`src/rtl/core/tcs_pkg.sv`:
```
// Types, constants and helper functions of the text console scrollback core
package tcs_pkg;

    localparam int RING_LINES  = 32;
    localparam int LINE_CELLS  = 128;
    localparam int RING_W      = $clog2(RING_LINES);
    localparam int TOTAL_W     = $clog2(RING_LINES + 1);
    localparam int SUM_W       = TOTAL_W + 1;
    localparam int CMP_W       = ((TOTAL_W > 8) ? TOTAL_W : 8) + 1;
    localparam int STORE_CELLS = RING_LINES * LINE_CELLS;
    localparam int ADDR_W      = $clog2(STORE_CELLS);
    localparam int COL_CAP     = (LINE_CELLS < 128) ? LINE_CELLS : 128;
    localparam int QUEUE_DEPTH = 2;
    localparam int PADDR_W     = 3;

    // register map, by paddr[2]
    localparam logic REG_COLUMN_LIMIT = 1'b0;
    localparam logic REG_ROW_LIMIT    = 1'b1;

    localparam logic [7:0] COLUMN_LIMIT_RESET = 8'd80;
    localparam logic [7:0] ROW_LIMIT_RESET    = 8'd25;

    // command opcodes
    localparam logic [2:0] OP_PUT_CHAR    = 3'd0;
    localparam logic [2:0] OP_VIEW_UP     = 3'd1;
    localparam logic [2:0] OP_VIEW_DOWN   = 3'd2;
    localparam logic [2:0] OP_VIEW_BOTTOM = 3'd3;
    localparam logic [2:0] OP_CLEAR       = 3'd4;
    localparam logic [2:0] OP_READ_CELL   = 3'd5;

    localparam logic [7:0] CH_BACKSPACE = 8'h08;
    localparam logic [7:0] CH_NEWLINE   = 8'h0A;
    localparam logic [7:0] CH_RETURN    = 8'h0D;
    localparam logic [7:0] CH_SPACE     = 8'h20;

    // classified command kinds
    localparam logic [3:0] KIND_NOP         = 4'd0;
    localparam logic [3:0] KIND_GLYPH       = 4'd1;
    localparam logic [3:0] KIND_BACKSPACE   = 4'd2;
    localparam logic [3:0] KIND_NEWLINE     = 4'd3;
    localparam logic [3:0] KIND_RETURN      = 4'd4;
    localparam logic [3:0] KIND_VIEW_UP     = 4'd5;
    localparam logic [3:0] KIND_VIEW_DOWN   = 4'd6;
    localparam logic [3:0] KIND_VIEW_BOTTOM = 4'd7;
    localparam logic [3:0] KIND_CLEAR       = 4'd8;
    localparam logic [3:0] KIND_READ        = 4'd9;

    typedef struct packed {
        logic [3:0] kind;
        logic [7:0] ch;
        logic [4:0] line;
        logic [6:0] col;
    } cmd_t;

    typedef struct packed {
        logic       draw_valid;
        logic [7:0] draw_row;
        logic [6:0] draw_column;
        logic [7:0] draw_code;
        logic       scroll_screen;
        logic       clear_screen;
        logic       redraw_valid;
        logic [4:0] first_line;
        logic [5:0] shown_lines;
        logic       at_bottom;
        logic [5:0] lines_held;
    } res_t;

    function automatic logic [7:0] rows_in_use(input logic [7:0] lim);
        return (lim == 8'd0) ? 8'd1 : lim;
    endfunction

    function automatic logic [7:0] cols_in_use(input logic [7:0] lim);
        logic [7:0] c;
        c = (lim == 8'd0) ? 8'd1 : lim;
        if (c > 8'(COL_CAP))
            c = 8'(COL_CAP);
        return c;
    endfunction

    // sum below twice the ring size folded back into the ring
    function automatic logic [RING_W-1:0] ring_wrap(input logic [SUM_W-1:0] s);
        logic [SUM_W-1:0] t;
        t = (s >= SUM_W'(RING_LINES)) ? s - SUM_W'(RING_LINES) : s;
        return t[RING_W-1:0];
    endfunction

endpackage

```
`src/rtl/core/tcs_if.sv`:
```
// Command and event channel interfaces of the console core
interface tcs_cmd_if;
    logic       valid;
    logic       ready;
    logic [2:0] opcode;
    logic [7:0] char_code;
    logic [4:0] line_index;
    logic [6:0] column_index;

    modport source (output valid, opcode, char_code, line_index, column_index,
                    input ready);
    modport sink   (input valid, opcode, char_code, line_index, column_index,
                    output ready);
endinterface


```
`src/rtl/core/tcs_front.sv`:
```
// Front end: takes command transactions and classifies them for the queue
module tcs_front
    import tcs_pkg::*;
(
    tcs_cmd_if.sink cmd,
    output logic    push_valid,
    input  logic    push_ready,
    output cmd_t    push_cmd
);

    logic [3:0] kind;

    always_comb
    begin
        kind = KIND_NOP;
        case (cmd.opcode)
            OP_PUT_CHAR:
            begin
                case (cmd.char_code)
                    CH_BACKSPACE: kind = KIND_BACKSPACE;
                    CH_NEWLINE:   kind = KIND_NEWLINE;
                    CH_RETURN:    kind = KIND_RETURN;
                    default:      kind = KIND_GLYPH;
                endcase
            end
            OP_VIEW_UP:     kind = KIND_VIEW_UP;
            OP_VIEW_DOWN:   kind = KIND_VIEW_DOWN;
            OP_VIEW_BOTTOM: kind = KIND_VIEW_BOTTOM;
            OP_CLEAR:       kind = KIND_CLEAR;
            OP_READ_CELL:   kind = KIND_READ;
            default:        kind = KIND_NOP;
        endcase
    end

    assign push_cmd.kind = kind;
    assign push_cmd.ch   = cmd.char_code;
    assign push_cmd.line = cmd.line_index;
    assign push_cmd.col  = cmd.column_index;
    assign push_valid    = cmd.valid;
    assign cmd.ready     = push_ready;

endmodule

```
`src/flat_wrapper.sv`:
```
// flat-port wrapper written by rule: the top's interface ports become plain ports
module tcs_front_flat import tcs_pkg::*;
  (push_valid, push_ready, push_cmd, cmd_valid, cmd_opcode, cmd_char_code, cmd_line_index, cmd_column_index, cmd_ready);
  tcs_cmd_if cmd_i ();
  output logic push_valid;
  input  logic push_ready;
  output cmd_t push_cmd;
  input wire logic [$bits(cmd_i.valid)-1:0] cmd_valid;
  input wire logic [$bits(cmd_i.opcode)-1:0] cmd_opcode;
  input wire logic [$bits(cmd_i.char_code)-1:0] cmd_char_code;
  input wire logic [$bits(cmd_i.line_index)-1:0] cmd_line_index;
  input wire logic [$bits(cmd_i.column_index)-1:0] cmd_column_index;
  output wire logic [$bits(cmd_i.ready)-1:0] cmd_ready;
  assign cmd_i.valid = cmd_valid;
  assign cmd_i.opcode = cmd_opcode;
  assign cmd_i.char_code = cmd_char_code;
  assign cmd_i.line_index = cmd_line_index;
  assign cmd_i.column_index = cmd_column_index;
  assign cmd_ready = cmd_i.ready;
  tcs_front u_core (.cmd(cmd_i), .push_valid(push_valid), .push_ready(push_ready), .push_cmd(push_cmd));
endmodule
```
`config.mk`:
```
export PLATFORM = sky130hd
export DESIGN_NAME = tcs_front_flat
export DESIGN_NICKNAME = d
export VERILOG_FILES = /design/src/rtl/core/tcs_pkg.sv /design/src/rtl/core/tcs_if.sv /design/src/rtl/core/tcs_front.sv /design/src/flat_wrapper.sv
export SDC_FILE = /design/constraint.sdc
export NUM_CORES = 1
export LEC_CHECK = 0
export BUFFER_PORTS_ARGS = -buffer_cell sky130_fd_sc_hd__buf_2
export CORE_AREA = 8 8 45 47
export DETAILED_ROUTE_END_ITERATION = 6
export DIE_AREA = 0 0 53 55
export PLACE_DENSITY = 0.76
export SETUP_SLACK_MARGIN = 0.02
export SLEW_MARGIN = 10
export SYNTH_ARGS = -nofsm -noshare
export SYNTH_HDL_FRONTEND = slang
export SYNTH_SLANG_ARGS = --single-unit
```
`constraint.sdc`:
```
create_clock -name vclk -period 0.8
set_input_delay 0.04 -clock vclk [all_inputs]
set_output_delay 0.04 -clock vclk [all_outputs]
set_load 0.01 [all_outputs]
```
==> results of run 1 <==
## layout make-up
cell class,count,share of cell area (%)
multi-input cells,14,38.7
well taps,16,6.72
repair buffers,25,54.6
## Yosys cell counts, drive strengths merged
cell type  instances  area, sq um
or2                1         6.26
a311oi             1         8.76
buf               22          165
a31oi              1         6.26
nor4               2         27.5
nand4              1         6.26
a21boi             1         7.51
nor2b              2         12.5
xnor2              1         8.76
nor2               3         11.3
a21oi              1         5.00
## worst min-delay path by stage
stage	from	cells past startpoint	slack (ps)	end
6_report	push_ready	0	80	cmd_ready
5_1_grt	cmd_column_index[3]	0	80	push_cmd[3]
4_1_cts	cmd_line_index[4]	0	80	push_cmd[11]
3_5_place_dp	cmd_line_index[4]	0	80	push_cmd[11]
3_3_place_gp	cmd_line_index[4]	0	80	push_cmd[11]
2_1_floorplan	cmd_opcode[2]	1	120	push_cmd[22]
## power by group
group / internal [uW] / total, uW / switching, uW
logic: 82.5 / 158 / 75.4
registers: 0 / 0 / 0
clock network: 0 / 0 / 0
## cell usage in the layout, fill, tap and decap left out
cell / n
nand4_1: 1
xnor2_1: 1
a21oi_1: 1
a21boi_0: 1
a31oi_1: 1
nor2b_1: 2
nor2_1: 3
a311oi_1: 1
buf_6: 2
buf_8: 2
buf_2: 19
or2_1: 1
nor4_4: 2
buf_4: 2
## logic make-up after synthesis
group	after synthesis	synth area share (%)
AO/OA/AOI/OAI	4	10.4
XOR/XNOR	1	3.30
buffers and inverters	22	62.3
AND/OR/NAND/NOR	9	24.1
## timing repair
item,CTS,global route
endpoints found under the setup margin,3,3
hold buffers,0,0
pin swaps,4,3
setup buffers,1,0
hold endpoints to repair,0,0
resized for setup,10,1
## per-layer routing
layer	global-route usage, %	up-vias	share of wire [%]
met1	5.28	94	36
met5	0	-	0
met3	1.60	4	21
met4	2.16	0	2.3
met2	7.23	22	40
li1	-	107	-
## metrics by stage
step           power, uW  cells
2_1_floorplan        146     36
3_3_place_gp         130     54
3_5_place_dp         133     54
4_1_cts              158     55
5_1_grt              172     55
6_report             158     55
==> results.ini, run 1 <==
[status]
status=finished with violations
violations=setup timing

[floorplanning]
start_util_pct=19.2
die_h_microns=55
io_pins=51
die_area_sq_mm=0.00292
die_w_microns=53
num_rows=14
core_sq_mm=0.00138

[synthesis]
netlist_area_sq_um=265
netlist_instances=36
synth_fp_nets=61
yosysSeqAreaShare_pct=0
ys_warn_count=0
syn_avg_cell_area_sq_um=7.37
ys_types=12

[setup_path]
crit_family=simple AND/OR/NAND/NOR gates
cp-startpoint=cmd_char_code[1]
cp.required_ps=760
cp_slowest_cell=nor4_4
end_kind=primary output
start_kind=primary input
crit_fanout=2
path_class=in -> out
arrival_ps=880
path_cells=buf_6 -> nor4_4 -> a311oi_1 -> or2_1 -> buf_2
cp.depth=5
endpoint=push_cmd[20]
path_buf_inv=2
worst_path_largest_cell_delay_ps=280

[layout]
clkbuf_count=0
final_area_sq_um=298
utilization_pct=21.5
final_layout_size_suffix_gt1_share_pct=69.2
multi_input_area_sq_um=115
seq_cell_count=0
area_growth_syn_to_layout_pct=12.3
nFillCells=155
register_area_sq_um=0
n_antenna_cell=0
nets=66

[timing]
fin_crit_sh_pct=115
holdWs_ps=80.0
finalCriticalPeriod_ps=919
worst_pin_slew_ps=221
relSlewSlack_pct=85.2
fin_ws_ps=-119
setup_viol=2
fin_setup_tns_ps=-203
max_clock_freq_mhz=1090
drv_slew=0
hold_viol=0
rsz0062_at_grt=true

[pwr]
power.density_mw_per_mm2=530
leakage_uw=0.000140
vdd_ir_drop_max_uv=133

[hold_path]
hp-class=in -> out

[routing]
drt-total-wl_microns=702
ant_nets=0
drt_iter0_drc=2
drtPass1Iterations=3
routedWlPerCell_microns=12.8
vias=227
drc_errors=0
routed_via_density=4.13

[global_routing]
antenna_found_initial=0
grt_overflow_total=0
grt.total_usage_pct=4.52
grt_pass1_wl_mm=1.09
grt_pass1_vias=261
grt_max_degree=6

[placed_design]
gp_congestion=0.749
placed_cell_area_sq_um=243
dp_slack_ps=-166
port-buffer-count=23
dpl.hpwl_microns=622

[job]
cap_violations=0

(Power assumes the default switching activity.)
==> run 2: changes to the inputs <==
--- a/config.mk
+++ b/config.mk
@@ -6,10 +6,10 @@
 export NUM_CORES = 1
 export LEC_CHECK = 0
 export BUFFER_PORTS_ARGS = -buffer_cell sky130_fd_sc_hd__buf_2
-export CORE_AREA = 8 8 45 47
+export CORE_AREA = 2 2 39 41
 export DETAILED_ROUTE_END_ITERATION = 6
-export DIE_AREA = 0 0 53 55
-export PLACE_DENSITY = 0.76
+export DIE_AREA = 0 0 41 43
+export PLACE_DENSITY = 0.74
 export SETUP_SLACK_MARGIN = 0.02
 export SLEW_MARGIN = 10
 export SYNTH_ARGS = -nofsm -noshare
==> constraint.sdc (replaced) <==
create_clock -name vclk -period 1.15
set_input_delay 0.0575 -clock vclk [all_inputs]
set_output_delay 0.0575 -clock vclk [all_outputs]
set_load 0.02 [all_outputs]
==> results.ini, run 2 (same netlist as run 1, synthesis figures left out) <==
[status]
status=complete, no violations

[timing]
fin_ws_ps=149  ; +268 ps
drv_slew=0  ; unchanged
setup_viol=0  ; -2
fin_setup_tns_ps=0  ; +203 ps
max_clock_freq_mhz=999
fin_crit_sh_pct=87.0
finalCriticalPeriod_ps=1000
relSlewSlack_pct=76.4  ; -8.7 points
worst_pin_slew_ps=350  ; +129 ps
hold_viol=0  ; unchanged
rsz0062_at_grt=false

[layout]
utilization_pct=17.0  ; -4.5 points
clkbuf_count=0  ; unchanged
layout_common_cells=buf_2, nor2_1, nor2b_1
n_antenna_cell=0  ; unchanged
area_growth_syn_to_layout_pct=-11.3
register_area_sq_um=0  ; unchanged
nFillCells=155  ; unchanged
layout_commonest_cell=buf_2
nets=64  ; -3.0%
seq_cell_count=0  ; unchanged
final_layout_size_suffix_gt1_share_pct=64.9  ; -4.4 points
multi_input_area_sq_um=100  ; -13%

[setup_path]
path_cells=buf_2 -> nor4_4 -> a311oi_1 -> or2_1 -> buf_2
path_buf_inv=2  ; unchanged
end_kind=primary output
start_kind=primary input
arrival_ps=940  ; +60 ps
cp.required_ps=1090  ; +330 ps
worst_path_largest_cell_delay_ps=290  ; about the same
cpMostUsedCell=buf_2
crit_fanout=2  ; unchanged
crit_family=simple AND/OR/NAND/NOR gates
cp_slowest_cell=nor4_4
path_class=in -> out

[routing]
drtPass1Iterations=2  ; -1
vias=222  ; -2.2%
ant_nets=0  ; unchanged
drt-total-wl_microns=469  ; -33%
routedWlPerCell_microns=8.85  ; -31%
routed_via_density=4.19  ; +1.5%
drc_errors=0  ; unchanged
drt_iter0_drc=1  ; -1

[global_routing]
antenna_found_initial=0  ; unchanged
grt_max_degree=6  ; unchanged
grt.total_usage_pct=5.00  ; +0.47 points
grt_overflow_total=0  ; unchanged
grt_pass1_vias=179  ; -31%
grt_pass1_wl_microns=669  ; -39%

[placed_design]
dp_slack_ps=133  ; +299 ps
port-buffer-count=23  ; unchanged
gp_congestion=0.604  ; -19%

[floorplanning]
die_area_sq_mm=0.00176  ; -40%
io_pins=51  ; unchanged
core_sq_mm=0.00138  ; unchanged
start_util_pct=19.2  ; unchanged
num_rows=14  ; unchanged
die_h_microns=43  ; -22%
die_w_microns=41  ; -23%

[hold_path]
whs_endpoint=push_cmd[10]
whs_path_depth=0  ; unchanged
hp-start=cmd_line_index[3]
hp-class=in -> out

[cts]
cts_resized=0  ; -10
cts_setup_buffers=0  ; -1
ctsHoldBuffers=0  ; unchanged

[job]
cap_violations=0  ; unchanged

[pwr]
power.density_mw_per_mm2=444  ; -16%
leakage_uw=0.000117  ; -16%
vdd_ir_drop_max_uv=91.9  ; -31%

## run 2: area by class of cell
| class | count | area share (%) |
|---|---|---|
| Timing Repair Buffer | 23 | 48.9 |
| Multi-Input combinational cell | 14 | 42.6 |
| Tap cell | 16 | 8.51 |
## run 2: report_power, final
group | switching, uW | internal (uW) | total, uW
clock | 0 | 0 | 0
combinational | 63.9 | 40.7 | 105
sequential | 0 | 0 | 0
## run 2: how the worst max path moves through the flow
stage,start,to,slack [ps],cells after the start
2_1_floorplan,cmd_char_code[1],push_cmd[22],280,3
3_3_place_gp,cmd_char_code[1],push_cmd[20],140,5
3_5_place_dp,cmd_char_code[1],push_cmd[20],130,5
4_1_cts,cmd_char_code[1],push_cmd[20],130,5
5_1_grt,cmd_char_code[1],push_cmd[20],80,5
6_report,cmd_char_code[1],push_cmd[20],150,5
## run 2: metal layers
metal	GRT usage (%)	vias to the layer above	wire, microns
met2	8.44	22	167
met3	1.05	8	81
met1	4.75	91	200
met4	4.00	0	20
li1	-	101	-
met5	0	-	0
## run 2: metrics by stage
stage / instance area (sq um) / cells / hold WS [ps] / power, uW
3_5_place_dp: 235 / 53 / 115 / 106
4_1_cts: 235 / 53 / 115 / 106
3_3_place_gp: 235 / 53 / 115 / 104
2_1_floorplan: 265 / 36 / 192 / 142
5_1_grt: 235 / 53 / 115 / 113
6_report: 235 / 53 / 115 / 105
==> run 3: changes to the inputs <==
--- a/config.mk
+++ b/config.mk
@@ -9,7 +9,7 @@
 export CORE_AREA = 2 2 39 41
 export DETAILED_ROUTE_END_ITERATION = 6
 export DIE_AREA = 0 0 41 43
-export PLACE_DENSITY = 0.74
+export PLACE_DENSITY = 0.66
 export SETUP_SLACK_MARGIN = 0.02
 export SLEW_MARGIN = 10
 export SYNTH_ARGS = -nofsm -noshare
==> results.ini, run 3 (same netlist as run 1, synthesis figures left out) <==
[status]
status=complete, no violations

[floorplanning]
num_rows=14  ; unchanged
core_sq_mm=0.00138  ; unchanged
die_h_microns=43  ; unchanged
io_pins=51  ; unchanged
die_w_microns=41  ; unchanged
die_area_sq_mm=0.00176  ; unchanged
start_util_pct=19.2  ; unchanged

[cts]
cts_setup_buffers=0  ; unchanged
cts_resized=0  ; unchanged
ctsHoldBuffers=0  ; unchanged

[timing]
setup_viol=0  ; unchanged
fin_setup_tns_ps=0  ; unchanged
worst_pin_slew_ps=349  ; -1.56 ps
relSlewSlack_pct=76.5  ; +0.11 points
hold_viol=0  ; unchanged
finalCriticalPeriod_ps=1010  ; +10.2 ps
max_clock_freq_mhz=989  ; -1.0%
fin_crit_sh_pct=87.9  ; +0.89 points
fin_ws_ps=139  ; -10.2 ps
drv_slew=0  ; unchanged
rsz0062_at_grt=false

[global_routing]
antenna_found_initial=0  ; unchanged
grt_pass1_vias=186  ; +3.9%
grt.total_usage_pct=5.79  ; +0.80 points
grt_pass1_wl_microns=772  ; +15%
grt_overflow_total=0  ; unchanged
grt_max_degree=6  ; unchanged

[hold_path]
whs_path_depth=0  ; unchanged
hp-class=in -> out

[setup_path]
crit_fanout=4  ; +2
end_kind=primary output
cp.required_ps=1090  ; about the same
arrival_ps=950  ; about the same
start_kind=primary input
path_class=in -> out

[routing]
drt-total-wl_microns=492  ; +4.9%
drtPass1Iterations=4  ; +2
drt_iter0_drc=4  ; +3
vias=203  ; -8.6%
routed_via_density=3.83  ; -8.6%
drc_errors=0  ; unchanged
routedWlPerCell_microns=9.28  ; +4.9%
ant_nets=0  ; unchanged

[placed_design]
gp_congestion=0.589  ; -2.5%
port-buffer-count=23  ; unchanged
dp_slack_ps=137  ; +4.08 ps
placed_cell_area_sq_um=235  ; unchanged

[layout]
area_growth_syn_to_layout_pct=-11.3  ; unchanged
n_antenna_cell=0  ; unchanged
layout_common_cells=buf_2, nor2_1, nor2b_1
final_area_sq_um=235  ; unchanged
layout_commonest_cell=buf_2
nets=64  ; unchanged
seq_cell_count=0  ; unchanged
final_layout_size_suffix_gt1_share_pct=64.9  ; unchanged
register_area_sq_um=0  ; unchanged
clkbuf_count=0  ; unchanged

[pwr]
power.density_mw_per_mm2=446  ; +0.31%
power.total_uw=105  ; +0.31%
leakage_uw=0.000117  ; unchanged
vdd_ir_drop_max_uv=90.5  ; -1.5%

[job]
cap_violations=0  ; unchanged

run 3: cell counts in the layout (fill, tap and decap cells not counted):
No cell type changed its count.
run 3: worst paths after layout:
path,slack [ps],endpoint,start
max,140,push_cmd[21],cmd_char_code[0]
min,120,push_cmd[1],cmd_column_index[1]
run 3: area by class of cell:
cell class         instances  area (sq um)
repair buffers            23           115
multi-input cells         14           100
fillers                  163          1150
well taps                 16          20.0
run 3: critical path: stages:
cell,delay [ps]
buf_2,130
nor4_1,370
a31oi_1,140
nor2_1,100
buf_2,170
run 3: metrics by stage:
stage	hold WS (ps)	util, %	instances
after global placement	115	17.0	53
after detailed placement	115	17.0	53
after global routing	115	17.0	53
final	115	17.0	53
after CTS	115	17.0	53
after floorplan	192	-	36
run 3: where the power goes:
group	internal (uW)	switching (uW)	total (uW)
clock	0	0	0
sequential	0	0	0
combinational	40.7	64.2	105
total	40.7	64.2	105
run 3: metal layers:
metal | global-route usage, % | part of all wire (%) | wire (microns)
met1 | 7.59 | 41 | 200
met3 | 1.05 | 18 | 91
met2 | 8.75 | 40 | 195
met4 | 2.67 | 0.81 | 4
met5 | 0 | 0 | 0
