<file path="config.mk">
export PLATFORM = sky130hd
export DESIGN_NAME = tcs_queue
export DESIGN_NICKNAME = d
export VERILOG_FILES = /design/src/rtl/core/tcs_pkg.sv /design/src/rtl/core/tcs_queue.sv
export SDC_FILE = /design/constraint.sdc
export NUM_CORES = 1
export LEC_CHECK = 0
export BUFFER_PORTS_ARGS = -buffer_cell sky130_fd_sc_hd__buf_2
export CELL_PAD_IN_SITES_DETAIL_PLACEMENT = 2
export CELL_PAD_IN_SITES_GLOBAL_PLACEMENT = 2
export CORE_UTILIZATION = 34
export CTS_BUF_LIST = sky130_fd_sc_hd__clkbuf_16
export DETAILED_ROUTE_END_ITERATION = 8
export PLACE_DENSITY_LB_ADDON = 0.15
export SLEW_MARGIN = 0
export SYNTH_ARGS = -nofsm -noshare
export SYNTH_HDL_FRONTEND = slang
export SYNTH_SLANG_ARGS = --single-unit
</file>
<file path="constraint.sdc">
create_clock -name clk -period 1.9 [get_ports clk]
set_input_delay 0.285 -clock clk [delete_from_list [all_inputs] [get_ports clk]]
set_output_delay 0.285 -clock clk [all_outputs]
set_load 0.1 [all_outputs]
</file>
<file path="src/rtl/core/tcs_pkg.sv">
// Types, constants and helper functions of the text console scrollback core
package tcs_pkg;

    localparam int RING_LINES  = 32;
    localparam int LINE_CELLS  = 128;
    localparam int RING_W      = $clog2(RING_LINES);
    localparam int TOTAL_W     = $clog2(RING_LINES + 1);
    localparam int SUM_W       = TOTAL_W + 1;
    localparam int CMP_W       = ((TOTAL_W > 8) ? TOTAL_W : 8) + 1;
    localparam int STORE_CELLS = RING_LINES * LINE_CELLS;
    localparam int ADDR_W      = $clog2(STORE_CELLS);
    localparam int COL_CAP     = (LINE_CELLS < 128) ? LINE_CELLS : 128;
    localparam int QUEUE_DEPTH = 2;
    localparam int PADDR_W     = 3;

    // register map, by paddr[2]
    localparam logic REG_COLUMN_LIMIT = 1'b0;
    localparam logic REG_ROW_LIMIT    = 1'b1;

    localparam logic [7:0] COLUMN_LIMIT_RESET = 8'd80;
    localparam logic [7:0] ROW_LIMIT_RESET    = 8'd25;

    // command opcodes
    localparam logic [2:0] OP_PUT_CHAR    = 3'd0;
    localparam logic [2:0] OP_VIEW_UP     = 3'd1;
    localparam logic [2:0] OP_VIEW_DOWN   = 3'd2;
    localparam logic [2:0] OP_VIEW_BOTTOM = 3'd3;
    localparam logic [2:0] OP_CLEAR       = 3'd4;
    localparam logic [2:0] OP_READ_CELL   = 3'd5;

    localparam logic [7:0] CH_BACKSPACE = 8'h08;
    localparam logic [7:0] CH_NEWLINE   = 8'h0A;
    localparam logic [7:0] CH_RETURN    = 8'h0D;
    localparam logic [7:0] CH_SPACE     = 8'h20;

    // classified command kinds
    localparam logic [3:0] KIND_NOP         = 4'd0;
    localparam logic [3:0] KIND_GLYPH       = 4'd1;
    localparam logic [3:0] KIND_BACKSPACE   = 4'd2;
    localparam logic [3:0] KIND_NEWLINE     = 4'd3;
    localparam logic [3:0] KIND_RETURN      = 4'd4;
    localparam logic [3:0] KIND_VIEW_UP     = 4'd5;
    localparam logic [3:0] KIND_VIEW_DOWN   = 4'd6;
    localparam logic [3:0] KIND_VIEW_BOTTOM = 4'd7;
    localparam logic [3:0] KIND_CLEAR       = 4'd8;
    localparam logic [3:0] KIND_READ        = 4'd9;

    typedef struct packed {
        logic [3:0] kind;
        logic [7:0] ch;
        logic [4:0] line;
        logic [6:0] col;
    } cmd_t;

    typedef struct packed {
        logic       draw_valid;
        logic [7:0] draw_row;
        logic [6:0] draw_column;
        logic [7:0] draw_code;
        logic       scroll_screen;
        logic       clear_screen;
        logic       redraw_valid;
        logic [4:0] first_line;
        logic [5:0] shown_lines;
        logic       at_bottom;
        logic [5:0] lines_held;
    } res_t;

    function automatic logic [7:0] rows_in_use(input logic [7:0] lim);
        return (lim == 8'd0) ? 8'd1 : lim;
    endfunction

    function automatic logic [7:0] cols_in_use(input logic [7:0] lim);
        logic [7:0] c;
        c = (lim == 8'd0) ? 8'd1 : lim;
        if (c > 8'(COL_CAP))
            c = 8'(COL_CAP);
        return c;
    endfunction

    // sum below twice the ring size folded back into the ring
    function automatic logic [RING_W-1:0] ring_wrap(input logic [SUM_W-1:0] s);
        logic [SUM_W-1:0] t;
        t = (s >= SUM_W'(RING_LINES)) ? s - SUM_W'(RING_LINES) : s;
        return t[RING_W-1:0];
    endfunction

endpackage

</file>
<file path="src/rtl/core/tcs_queue.sv">
// Short command queue between the front and back ends
module tcs_queue
    import tcs_pkg::*;
(
    input  logic clk,
    input  logic rst_n,
    input  logic push_valid,
    output logic push_ready,
    input  cmd_t push_cmd,
    output logic pop_valid,
    input  logic pop,
    output cmd_t pop_cmd
);

    localparam int PTR_W = (QUEUE_DEPTH > 1) ? $clog2(QUEUE_DEPTH) : 1;
    localparam int CNT_W = $clog2(QUEUE_DEPTH + 1);

    cmd_t             entry_reg [QUEUE_DEPTH];
    logic [PTR_W-1:0] wr_ptr_reg, wr_ptr_next;
    logic [PTR_W-1:0] rd_ptr_reg, rd_ptr_next;
    logic [CNT_W-1:0] count_reg, count_next;
    logic             do_push;
    logic             do_pop;

    assign push_ready = (count_reg != CNT_W'(QUEUE_DEPTH));
    assign pop_valid  = (count_reg != '0);
    assign pop_cmd    = entry_reg[rd_ptr_reg];
    assign do_push    = push_valid && push_ready;
    assign do_pop     = pop && pop_valid;

    always_comb
    begin
        wr_ptr_next = wr_ptr_reg;
        rd_ptr_next = rd_ptr_reg;
        count_next  = count_reg;
        if (do_push)
            wr_ptr_next = (wr_ptr_reg == PTR_W'(QUEUE_DEPTH - 1)) ? '0 : wr_ptr_reg + 1'b1;
        if (do_pop)
            rd_ptr_next = (rd_ptr_reg == PTR_W'(QUEUE_DEPTH - 1)) ? '0 : rd_ptr_reg + 1'b1;
        if (do_push && !do_pop)
            count_next = count_reg + 1'b1;
        else if (do_pop && !do_push)
            count_next = count_reg - 1'b1;
    end

    always_ff @(posedge clk or negedge rst_n)
    begin
        if (!rst_n)
        begin
            wr_ptr_reg <= '0;
            rd_ptr_reg <= '0;
            count_reg  <= '0;
        end
        else
        begin
            wr_ptr_reg <= wr_ptr_next;
            rd_ptr_reg <= rd_ptr_next;
            count_reg  <= count_next;
        end
    end

    always_ff @(posedge clk)
    begin
        if (do_push)
            entry_reg[wr_ptr_reg] <= push_cmd;
    end

endmodule

</file>
==> results of run 1 <==
## per-layer routing
metal	GRT usage	wire, um
met5	0	0
met2	0.275	2310
met1	0.172	1590
met4	0.0436	46
met3	0.0402	132
## worst reg2reg max path, stage by stage (launching register included)
cell	delay, ns
dfrtp_1	0.42
nand2b_2	0.21
nand2_1	0.17
inv_1	0.08
ha_1	0.34
nor2_1	0.14
xor2_1	0.17
## logic make-up (layout without fill, tap and decap cells)
kind of cell,Yosys count,count (layout),synth area share
flops,52,52,0.759
fa+ha+maj,1,1,0.00616
xor+xnor,5,5,0.0216
buf+inv,4,68,0.0271
mux,24,24,0.168
simple gates,7,7,0.0179
## metrics by stage
step           instances   util  area (um2)  worst slack [ns]  hold WS [ns]
2_1_floorplan         93      -        2040          -0.00607       -0.0106
3_3_place_gp         220  0.489        2760             0.449        0.0945
3_5_place_dp         220  0.489        2760             0.290         0.104
4_1_cts              229  0.520        2930             0.112         0.182
5_1_grt              229  0.520        2930            0.0653         0.179
6_report             229  0.520        2930             0.143         0.189
## layout by cell type (no fill, tap or decap)
cell	count
and3_2	1
buf_12	25
buf_2	29
buf_4	4
bufinv_16	1
clkbuf_16	5
clkinv_2	1
clkinvlp_4	1
dfrtp_1	4
dlygate4sd3_1	1
edfxtp_1	48
ha_1	1
inv_1	1
mux2_2	5
mux2_4	19
nand2_1	1
nand2_2	1
nand2b_2	1
nor2_1	1
nor2_4	1
or2_2	1
xnor2_1	3
xor2_1	2
## worst max path at each step
stage / from / endpoint / slack [ns] / cells after the start
after floorplan: count_reg[0] / entry_reg[0][0] / -0.006 / 3
final: rd_ptr_reg / pop_cmd[10] / 0.14 / 3
after detailed placement: count_reg[0] / count_reg[1] / 0.29 / 6
after global routing: rd_ptr_reg / pop_cmd[10] / 0.07 / 3
after CTS: rd_ptr_reg / pop_cmd[10] / 0.11 / 3
after global placement: count_reg[0] / count_reg[1] / 0.45 / 6
## final cells by class
type | count | area share
Inverter | 1 | 0.00128
Clock buffer | 5 | 0.0426
Tap cell | 72 | 0.0307
Clock inverter | 3 | 0.0145
Sequential cell | 52 | 0.525
Timing Repair Buffer | 59 | 0.234
Multi-Input combinational cell | 37 | 0.152
## repair_timing
action / CTS / global route
setup endpoints to repair: 0 / 0
hold buffers: 1 / 0
hold endpoints to repair: 4 / 0
==> results.json, run 1 <==
{
  "required_ns": 1.62,
  "wl_per_cell_um": 17.8,
  "ys_ff_latch": 52,
  "grt_max_degree": 17,
  "ys_top_cells_by_area": "edfxtp_1 (71%), mux2_4 (14%), dfrtp_1 (4.9%)",
  "globalplace.congestion": 0.677,
  "fin_crit_ns": 1.76,
  "rr_worst_depth": 6,
  "r2r_slack_ns": 0.28,
  "wl_mm": 4.08,
  "multiInputGateArea_um2": 445,
  "vias": 1031,
  "crit_type": "reg -> out",
  "cts_buffers": 5,
  "antenna_left": 0,
  "cp-end-kind": "output pin",
  "clock_sinks": 52,
  "clk_pin_slew_ns": 0.07,
  "reg2reg_to": "count_reg[1]",
  "fmax_mhz": 569,
  "diodes": 0,
  "arrival_ns": 1.47,
  "critPathBufInv": 2,
  "syn-num-nets": 122,
  "avgSynthCellArea_um2": 21.8,
  "drive_above_1_share": 0.605,
  "seqCellArea_mm2": 0.00154,
  "hp-start": "push_cmd[5]",
  "async_reset_ff_frac": 0.0769,
  "dpl.hpwl_mm": 3.06,
  "post_cts_resized": 0,
  "cts_root_buf": "clkbuf_16",
  "maxCapViolations": 0,
  "nets": 185,
  "min_delay_worst_endpoint": "entry_reg[0][5]",
  "slowest_delay_ns": 0.40,
  "num_io_pins": 54,
  "fillers": 494,
  "io_buffers": 53,
  "rows": 27,
  "hp-class": "in -> reg",
  "hold_viol": 0,
  "max_slew.worst_pin.slew_ns": 0.486,
  "synth-edff-count": 48,
  "synth_ff_type": "edfxtp_1",
  "worstHoldPathCells": 1,
  "grt_pass1_vias": 1164,
  "cts_tree": "done",
  "timing.slew.headroom": 0.678,
  "synth_top_cell_by_area": "edfxtp_1",
  "synth_seq_area_share": 0.759,
  "skew_ns": 0.00467,
  "synthMostInstantiatedCell": "edfxtp_1",
  "crit_chain": "buf_4, mux2_2, buf_12",
  "synthDistinctLibCells": 16,
  "cts_setup_buffers": 0,
  "die_w_um": 79.3,
  "drc": 0,
  "tns_ns": 0,
  "area_delta_synth_final_pct": 44.5,
  "antenna_found_initial": 0,
  "grt_pass1_wl_mm": 6.67,
  "die_y_um": 79.3,
  "synth_area_mm2": 0.00203,
  "path_delay_family": "buffers and inverters",
  "drt_iter0_drc": 62,
  "syn-instance-count": 93,
  "clk_latency_ns": 0.28,
  "largest_reg_flops": 48,
  "yosys_warnings": 0,
  "drv_slew": 0,
  "setup_viol": 0,
  "clock_path_buffers": 2,
  "core-area_mm2": 0.00564,
  "path_max_fanout": 13,
  "drt-vias-per-instance": 4.50,
  "overflow": 0,
  "htreeDepth": 2,
  "start_kind": "flip-flop",
  "groute.usage.overall": 0.151,
  "status": "finished clean",
  "dieArea_mm2": 0.00629,
  "synth_top_area_share": 0.710,
  "worstReg2RegStart": "count_reg[0]",
  "drtPass1Iterations": 4,
  "synth_commonest_cells": "edfxtp_1 (48), mux2_4 (19), mux2_2 (5)",
  "fin_crit_sh": 0.925,
  "cp_slowest_cell": "mux2_2",
  "start_util": 0.360,
  "grt_setup_unrepaired": "no"
}
Power of run 1 is left out: the tool's default activity adds up to more than one toggle a clock period on the data nets, which glitch-free logic cannot reach.
==> run 2, diff against run 1 <==
--- a/config.mk
+++ b/config.mk
@@ -5,13 +5,15 @@
 export SDC_FILE = /design/constraint.sdc
 export NUM_CORES = 1
 export LEC_CHECK = 0
+export ABC_AREA = 1
+export ABC_CLOCK_PERIOD_IN_PS = 1900
 export BUFFER_PORTS_ARGS = -buffer_cell sky130_fd_sc_hd__buf_2
 export CELL_PAD_IN_SITES_DETAIL_PLACEMENT = 2
 export CELL_PAD_IN_SITES_GLOBAL_PLACEMENT = 2
-export CORE_UTILIZATION = 34
+export CORE_UTILIZATION = 30
 export CTS_BUF_LIST = sky130_fd_sc_hd__clkbuf_16
 export DETAILED_ROUTE_END_ITERATION = 8
-export PLACE_DENSITY_LB_ADDON = 0.15
+export PLACE_DENSITY = 0.84
 export SLEW_MARGIN = 0
 export SYNTH_ARGS = -nofsm -noshare
 export SYNTH_HDL_FRONTEND = slang
==> run 2 against run 1 <==
  * The run now ends with design-rule violations left
  * Area after synthesis up 0.43%
  * Utilization down 7.8 points
  * Clock skew down 0.0011 ns
==> results.json, run 2 <==
{
  "grt_max_degree": 26,
  "worstReg2RegStart": "count_reg[0]",
  "maxCapViolations": 0,
  "reg2reg_to": "count_reg[1]",
  "synth_seq_area_share": 0.756,
  "hp-start": "push_cmd[6]",
  "setup_viol": 0,
  "worst_slack_ns": 0.169,
  "core-area_mm2": 0.00646,
  "htreeDepth": 2,
  "drt_iter0_drc": 35,
  "min_delay_worst_endpoint": "entry_reg[1][6]",
  "antenna_found_initial": 1,
  "cts_root_buf": "clkbuf_16",
  "globalplace.congestion": 0.628,
  "dieArea_mm2": 0.00713,
  "clock_path_buffers": 2,
  "synth_ff_type": "edfxtp_1",
  "placed_cells": 285,
  "clk_pin_slew_ns": 0.06,
  "die_w_um": 84.5,
  "fmax_mhz": 578,
  "fin_crit_sh": 0.911,
  "worstHoldPathCells": 1,
  "drive_above_1_share": 0.359,
  "path_max_fanout": 13,
  "cp-end-kind": "output pin",
  "groute.usage.overall": 0.149,
  "io_buffers": 53,
  "largest_reg_flops": 48,
  "cts_tree": "done",
  "nets": 245,
  "mostFrequentLayoutCell": "nand2_1",
  "pre_cts_ws_ns": 0.359,
  "instances_no_fill": 294,
  "grt_pass1_wl_mm": 7.85,
  "die_y_um": 84.5,
  "rows": 29,
  "area_delta_synth_final_pct": 40.0,
  "syn-num-nets": 183,
  "r2r_slack_ns": 0.47,
  "drtPass1Iterations": 6,
  "async_reset_ff_frac": 0.0769,
  "crit_type": "reg -> out",
  "drv_slew": 0,
  "clk_latency_ns": 0.28,
  "required_ns": 1.62,
  "synthMostInstantiatedCell": "nand2_1",
  "grt_setup_unrepaired": "no",
  "synthDistinctLibCells": 17,
  "skew_ns": 0.00356,
  "ys_ff_latch": 52,
  "final_cell_mix": "nand2_1 (74), edfxtp_1 (48), buf_2 (29), buf_12 (21)",
  "placed_cell_area_mm2": 0.00270,
  "start_util": 0.316,
  "vias": 1320,
  "diodes": 0,
  "cts_buffers": 5,
  "antenna_left": 0,
  "hp-class": "in -> reg",
  "synth_top_area_share": 0.707,
  "overflow": 0,
  "arrival_ns": 1.45,
  "start_kind": "flip-flop",
  "hold_viol": 0,
  "synth_commonest_cells": "nand2_1 (74), edfxtp_1 (48), nand2_2 (6)",
  "drt-vias-per-instance": 4.49,
  "rr_worst_depth": 9,
  "max_slew.worst_pin.slew_ns": 0.490,
  "drc": 3,
  "wl_mm": 4.53,
  "ys_top_cells_by_area": "edfxtp_1 (71%), nand2_1 (14%), dfrtp_1 (4.9%)",
  "fin_crit_ns": 1.73,
  "timing.hold.ws_ns": 0.187,
  "yosys_warnings": 0,
  "failed_checks": "design-rule violations",
  "status": "finished, violations left",
  "cts_setup_buffers": 0,
  "avgSynthCellArea_um2": 13.2,
  "synth-edff-count": 48,
  "timing.slew.headroom": 0.676,
  "wl_per_cell_um": 15.4,
  "synth_area_mm2": 0.00204,
  "stdcell_area_mm2": 0.00286,
  "synth_top_cell_by_area": "edfxtp_1",
  "clock_sinks": 52,
  "grt_pass1_vias": 1531,
  "num_io_pins": 54,
  "syn-instance-count": 154,
  "dpl.hpwl_mm": 3.24
}
[run 2: how the worst max path moves through the flow]
stage / start / end / slack, ns
2_1_floorplan: count_reg[0] / entry_reg[0][0] / -0.35
3_3_place_gp: rd_ptr_reg / pop_cmd[19] / 0.40
3_5_place_dp: rd_ptr_reg / pop_cmd[14] / 0.36
4_1_cts: rd_ptr_reg / pop_cmd[14] / 0.04
5_1_grt: rd_ptr_reg / pop_cmd[13] / 0.04
6_report: rd_ptr_reg / pop_cmd[19] / 0.17
[run 2: logic make-up after synthesis]
family,Yosys count,synth area share
AND/OR/NAND/NOR,87,0.177
buffers and inverters,12,0.0485
XOR/XNOR,2,0.0123
adder cells (fa/ha/maj),1,0.00613
flip-flops,52,0.756
[run 2: final cells by class]
cell class              instances  area, um2
clock buffers                   5        125
clock inverters                 3       11.3
fillers                       645       3600
inverters                       7       33.8
multi-input cells              90        404
flip-flops and latches         52       1540
well taps                      77       96.3
repair buffers                 60        643
[run 2: worst max-delay path, stage by stage, from the launching register on]
cell	delay, ns
dfrtp_1	0.46
buf_4	0.24
nand2_1	0.07
nand2_1	0.06
clkbuf_4	0.32
[run 2: what timing repair did]
action / in CTS / in global routing
hold buffers: 1 / 0
resized for setup: 0 / 3
endpoints found under the setup margin: 0 / 3
hold endpoints to repair: 4 / 0
[run 2: routing by layer]
| metal | wire length (um) | up-vias | GRT usage |
|---|---|---|---|
| li1 | - | 631 | - |
| met1 | 1740 | 653 | 0.166 |
| met2 | 2570 | 28 | 0.277 |
| met3 | 158 | 6 | 0.0364 |
| met4 | 51 | 2 | 0.0508 |
| met5 | 10 | - | 0 |
[run 2: per-stage QoR]
step	TNS, ns	utilization
finish	0	0.442
global route	0	0.442
CTS	0	0.441
detailed placement	0	0.418
global placement	0	0.418
floorplan	-16.71	-
Power of run 2 is left out for the same reason.
==> run 3, diff against run 2 <==
--- a/config.mk
+++ b/config.mk
@@ -11,7 +11,6 @@
 export CELL_PAD_IN_SITES_DETAIL_PLACEMENT = 2
 export CELL_PAD_IN_SITES_GLOBAL_PLACEMENT = 2
 export CORE_UTILIZATION = 30
-export CTS_BUF_LIST = sky130_fd_sc_hd__clkbuf_16
 export DETAILED_ROUTE_END_ITERATION = 8
 export PLACE_DENSITY = 0.84
 export SLEW_MARGIN = 0
==> run 3 against run 2 <==
  * The flow still finishes with violations (design-rule violations)
  * Global-route usage is 0.43 points lower
  * Non-clock buffer count did not move
  * Sequential share of layout area up 1.1 points
  * Maximum frequency decreased by 1.0%
  * Final cell count is the same
  * Register-to-register slack barely moved
==> results.json, run 3 (synthesis gave the netlist of run 2 again) <==
{
  "drv_slew": 0,
  "grt_setup_unrepaired": "no",
  "fmax_mhz": 572,
  "post-route-util": 0.433,
  "drt-vias-per-instance": 4.46,
  "cts_setup_buffers": 0,
  "grt_use_met1": 0.157,
  "skew_ns": 0.00469,
  "globalplace.congestion": 0.628,
  "diodes": 0,
  "hp-class": "in -> reg",
  "rr_worst_depth": 9,
  "final_cell_mix": "nand2_1 (74), edfxtp_1 (48), buf_2 (29), buf_12 (21)",
  "start_kind": "flip-flop",
  "groute.usage.overall": 0.145,
  "placed_cell_area_mm2": 0.00270,
  "worstReg2RegStart": "count_reg[0]",
  "dieArea_mm2": 0.00713,
  "drive_above_1_share": 0.359,
  "setup_viol": 0,
  "cp-endpoint": "pop_cmd[19]",
  "num_io_pins": 54,
  "die_w_um": 84.5,
  "antenna_found_initial": 1,
  "max_slew.worst_pin.slew_ns": 0.491,
  "mostFrequentLayoutCell": "nand2_1",
  "htreeDepth": 2,
  "slowest_delay_ns": 0.48,
  "drc": 3,
  "fillers": 647,
  "cp_slowest_cell": "dfrtp_1",
  "core-area_mm2": 0.00646,
  "clock_sinks": 52,
  "crit_chain": "buf_4, nand2_1, nand2_1, clkbuf_4",
  "grt_pass1_vias": 1560,
  "rows": 29,
  "reg2reg_to": "count_reg[1]",
  "fin_crit_ns": 1.75,
  "hold_viol": 0,
  "path_max_fanout": 13,
  "wl_mm": 4.50,
  "maxCapViolations": 0,
  "clk_pin_slew_ns": 0.09,
  "status": "finished, violations left",
  "crit_start": "rd_ptr_reg",
  "stdcell_area_mm2": 0.00280,
  "antenna_left": 0,
  "globalRouteMet3Util": 0.0246,
  "fin_crit_sh": 0.921,
  "clock_path_buffers": 2,
  "drtPass1Iterations": 6,
  "grt_pass1_wl_mm": 7.76,
  "nets": 245,
  "timing.slew.headroom": 0.675,
  "drt_iter0_drc": 23,
  "cts_tree": "done",
  "cp_common_cell": "nand2_1",
  "required_ns": 1.62,
  "cts_buffers": 5,
  "dpl.hpwl_mm": 3.24,
  "die_y_um": 84.5,
  "cp-end-kind": "output pin",
  "vias": 1312,
  "cts_root_buf": "clkbuf_8",
  "gr-usage-met2": 0.285,
  "largest_reg_flops": 48,
  "wl_per_cell_um": 15.3,
  "top_usage_layer": "met2",
  "area_delta_synth_final_pct": 37.2,
  "r2r_slack_ns": 0.48,
  "overflow": 0,
  "io_buffers": 53,
  "arrival_ns": 1.46,
  "failed_checks": "design-rule violations",
  "clk_latency_ns": 0.29,
  "crit_type": "reg -> out",
  "start_util": 0.316,
  "grt_max_degree": 26,
  "timing.hold.ws_ns": 0.177
}
[run 3: cell count changes in the layout (fill, tap and decap cells not counted)]
cell       before  now
clkbuf_16       5    0
clkbuf_1        0    2
clkbuf_8        0    5
inv_1           6    4
[run 3: layer usage]
layer  vias up  wire length [um]
li1        627                 -
met1       653              1690
met2        26              2620
met3         4               131
met4         2                44
met5         -                10
[run 3: area by class of cell]
class / instances / area, um2 / area share
Clock buffer: 7 / 76.3 / 0.0273
Clock inverter: 1 / 3.75 / 0.00134
Inverter: 7 / 33.8 / 0.0121
Multi-Input combinational cell: 90 / 404 / 0.144
Sequential cell: 52 / 1540 / 0.551
Tap cell: 77 / 96.3 / 0.0344
Timing Repair Buffer: 60 / 643 / 0.230
[run 3: timing repair]
action	in CTS	in global routing
endpoints found under the setup margin	0	3
resized for setup	0	3
endpoints found under the hold margin	4	0
hold buffers	1	0
[run 3: per-stage QoR]
stage                     setup slack (ns)  cells  TNS (ns)
after floorplan                     -0.348    154    -16.71
after global placement               0.400    285         0
after detailed placement             0.359    285         0
after CTS                           0.0203    294         0
after global routing                0.0216    294         0
final                                0.151    294         0
[run 3: critical path: cells and delay by family, from the launching register on]
family                 cells  cell delay [ns]
flip-flops                 1             0.48
buffers and inverters      2             0.56
AND/OR/NAND/NOR            2             0.13
[run 3: worst min path at each step]
stage          cells past startpoint         start          endpoint  slack [ns]
6_report                           1  push_cmd[14]  entry_reg[1][14]        0.18
5_1_grt                            1   push_cmd[4]   entry_reg[0][4]        0.16
4_1_cts                            1   push_cmd[4]   entry_reg[1][4]        0.16
3_5_place_dp                       1         rst_n      count_reg[1]        0.11
3_3_place_gp                       1         rst_n      count_reg[1]         0.1
2_1_floorplan                      0         rst_n      count_reg[0]       -0.01
Power of run 3 is left out for the same reason.
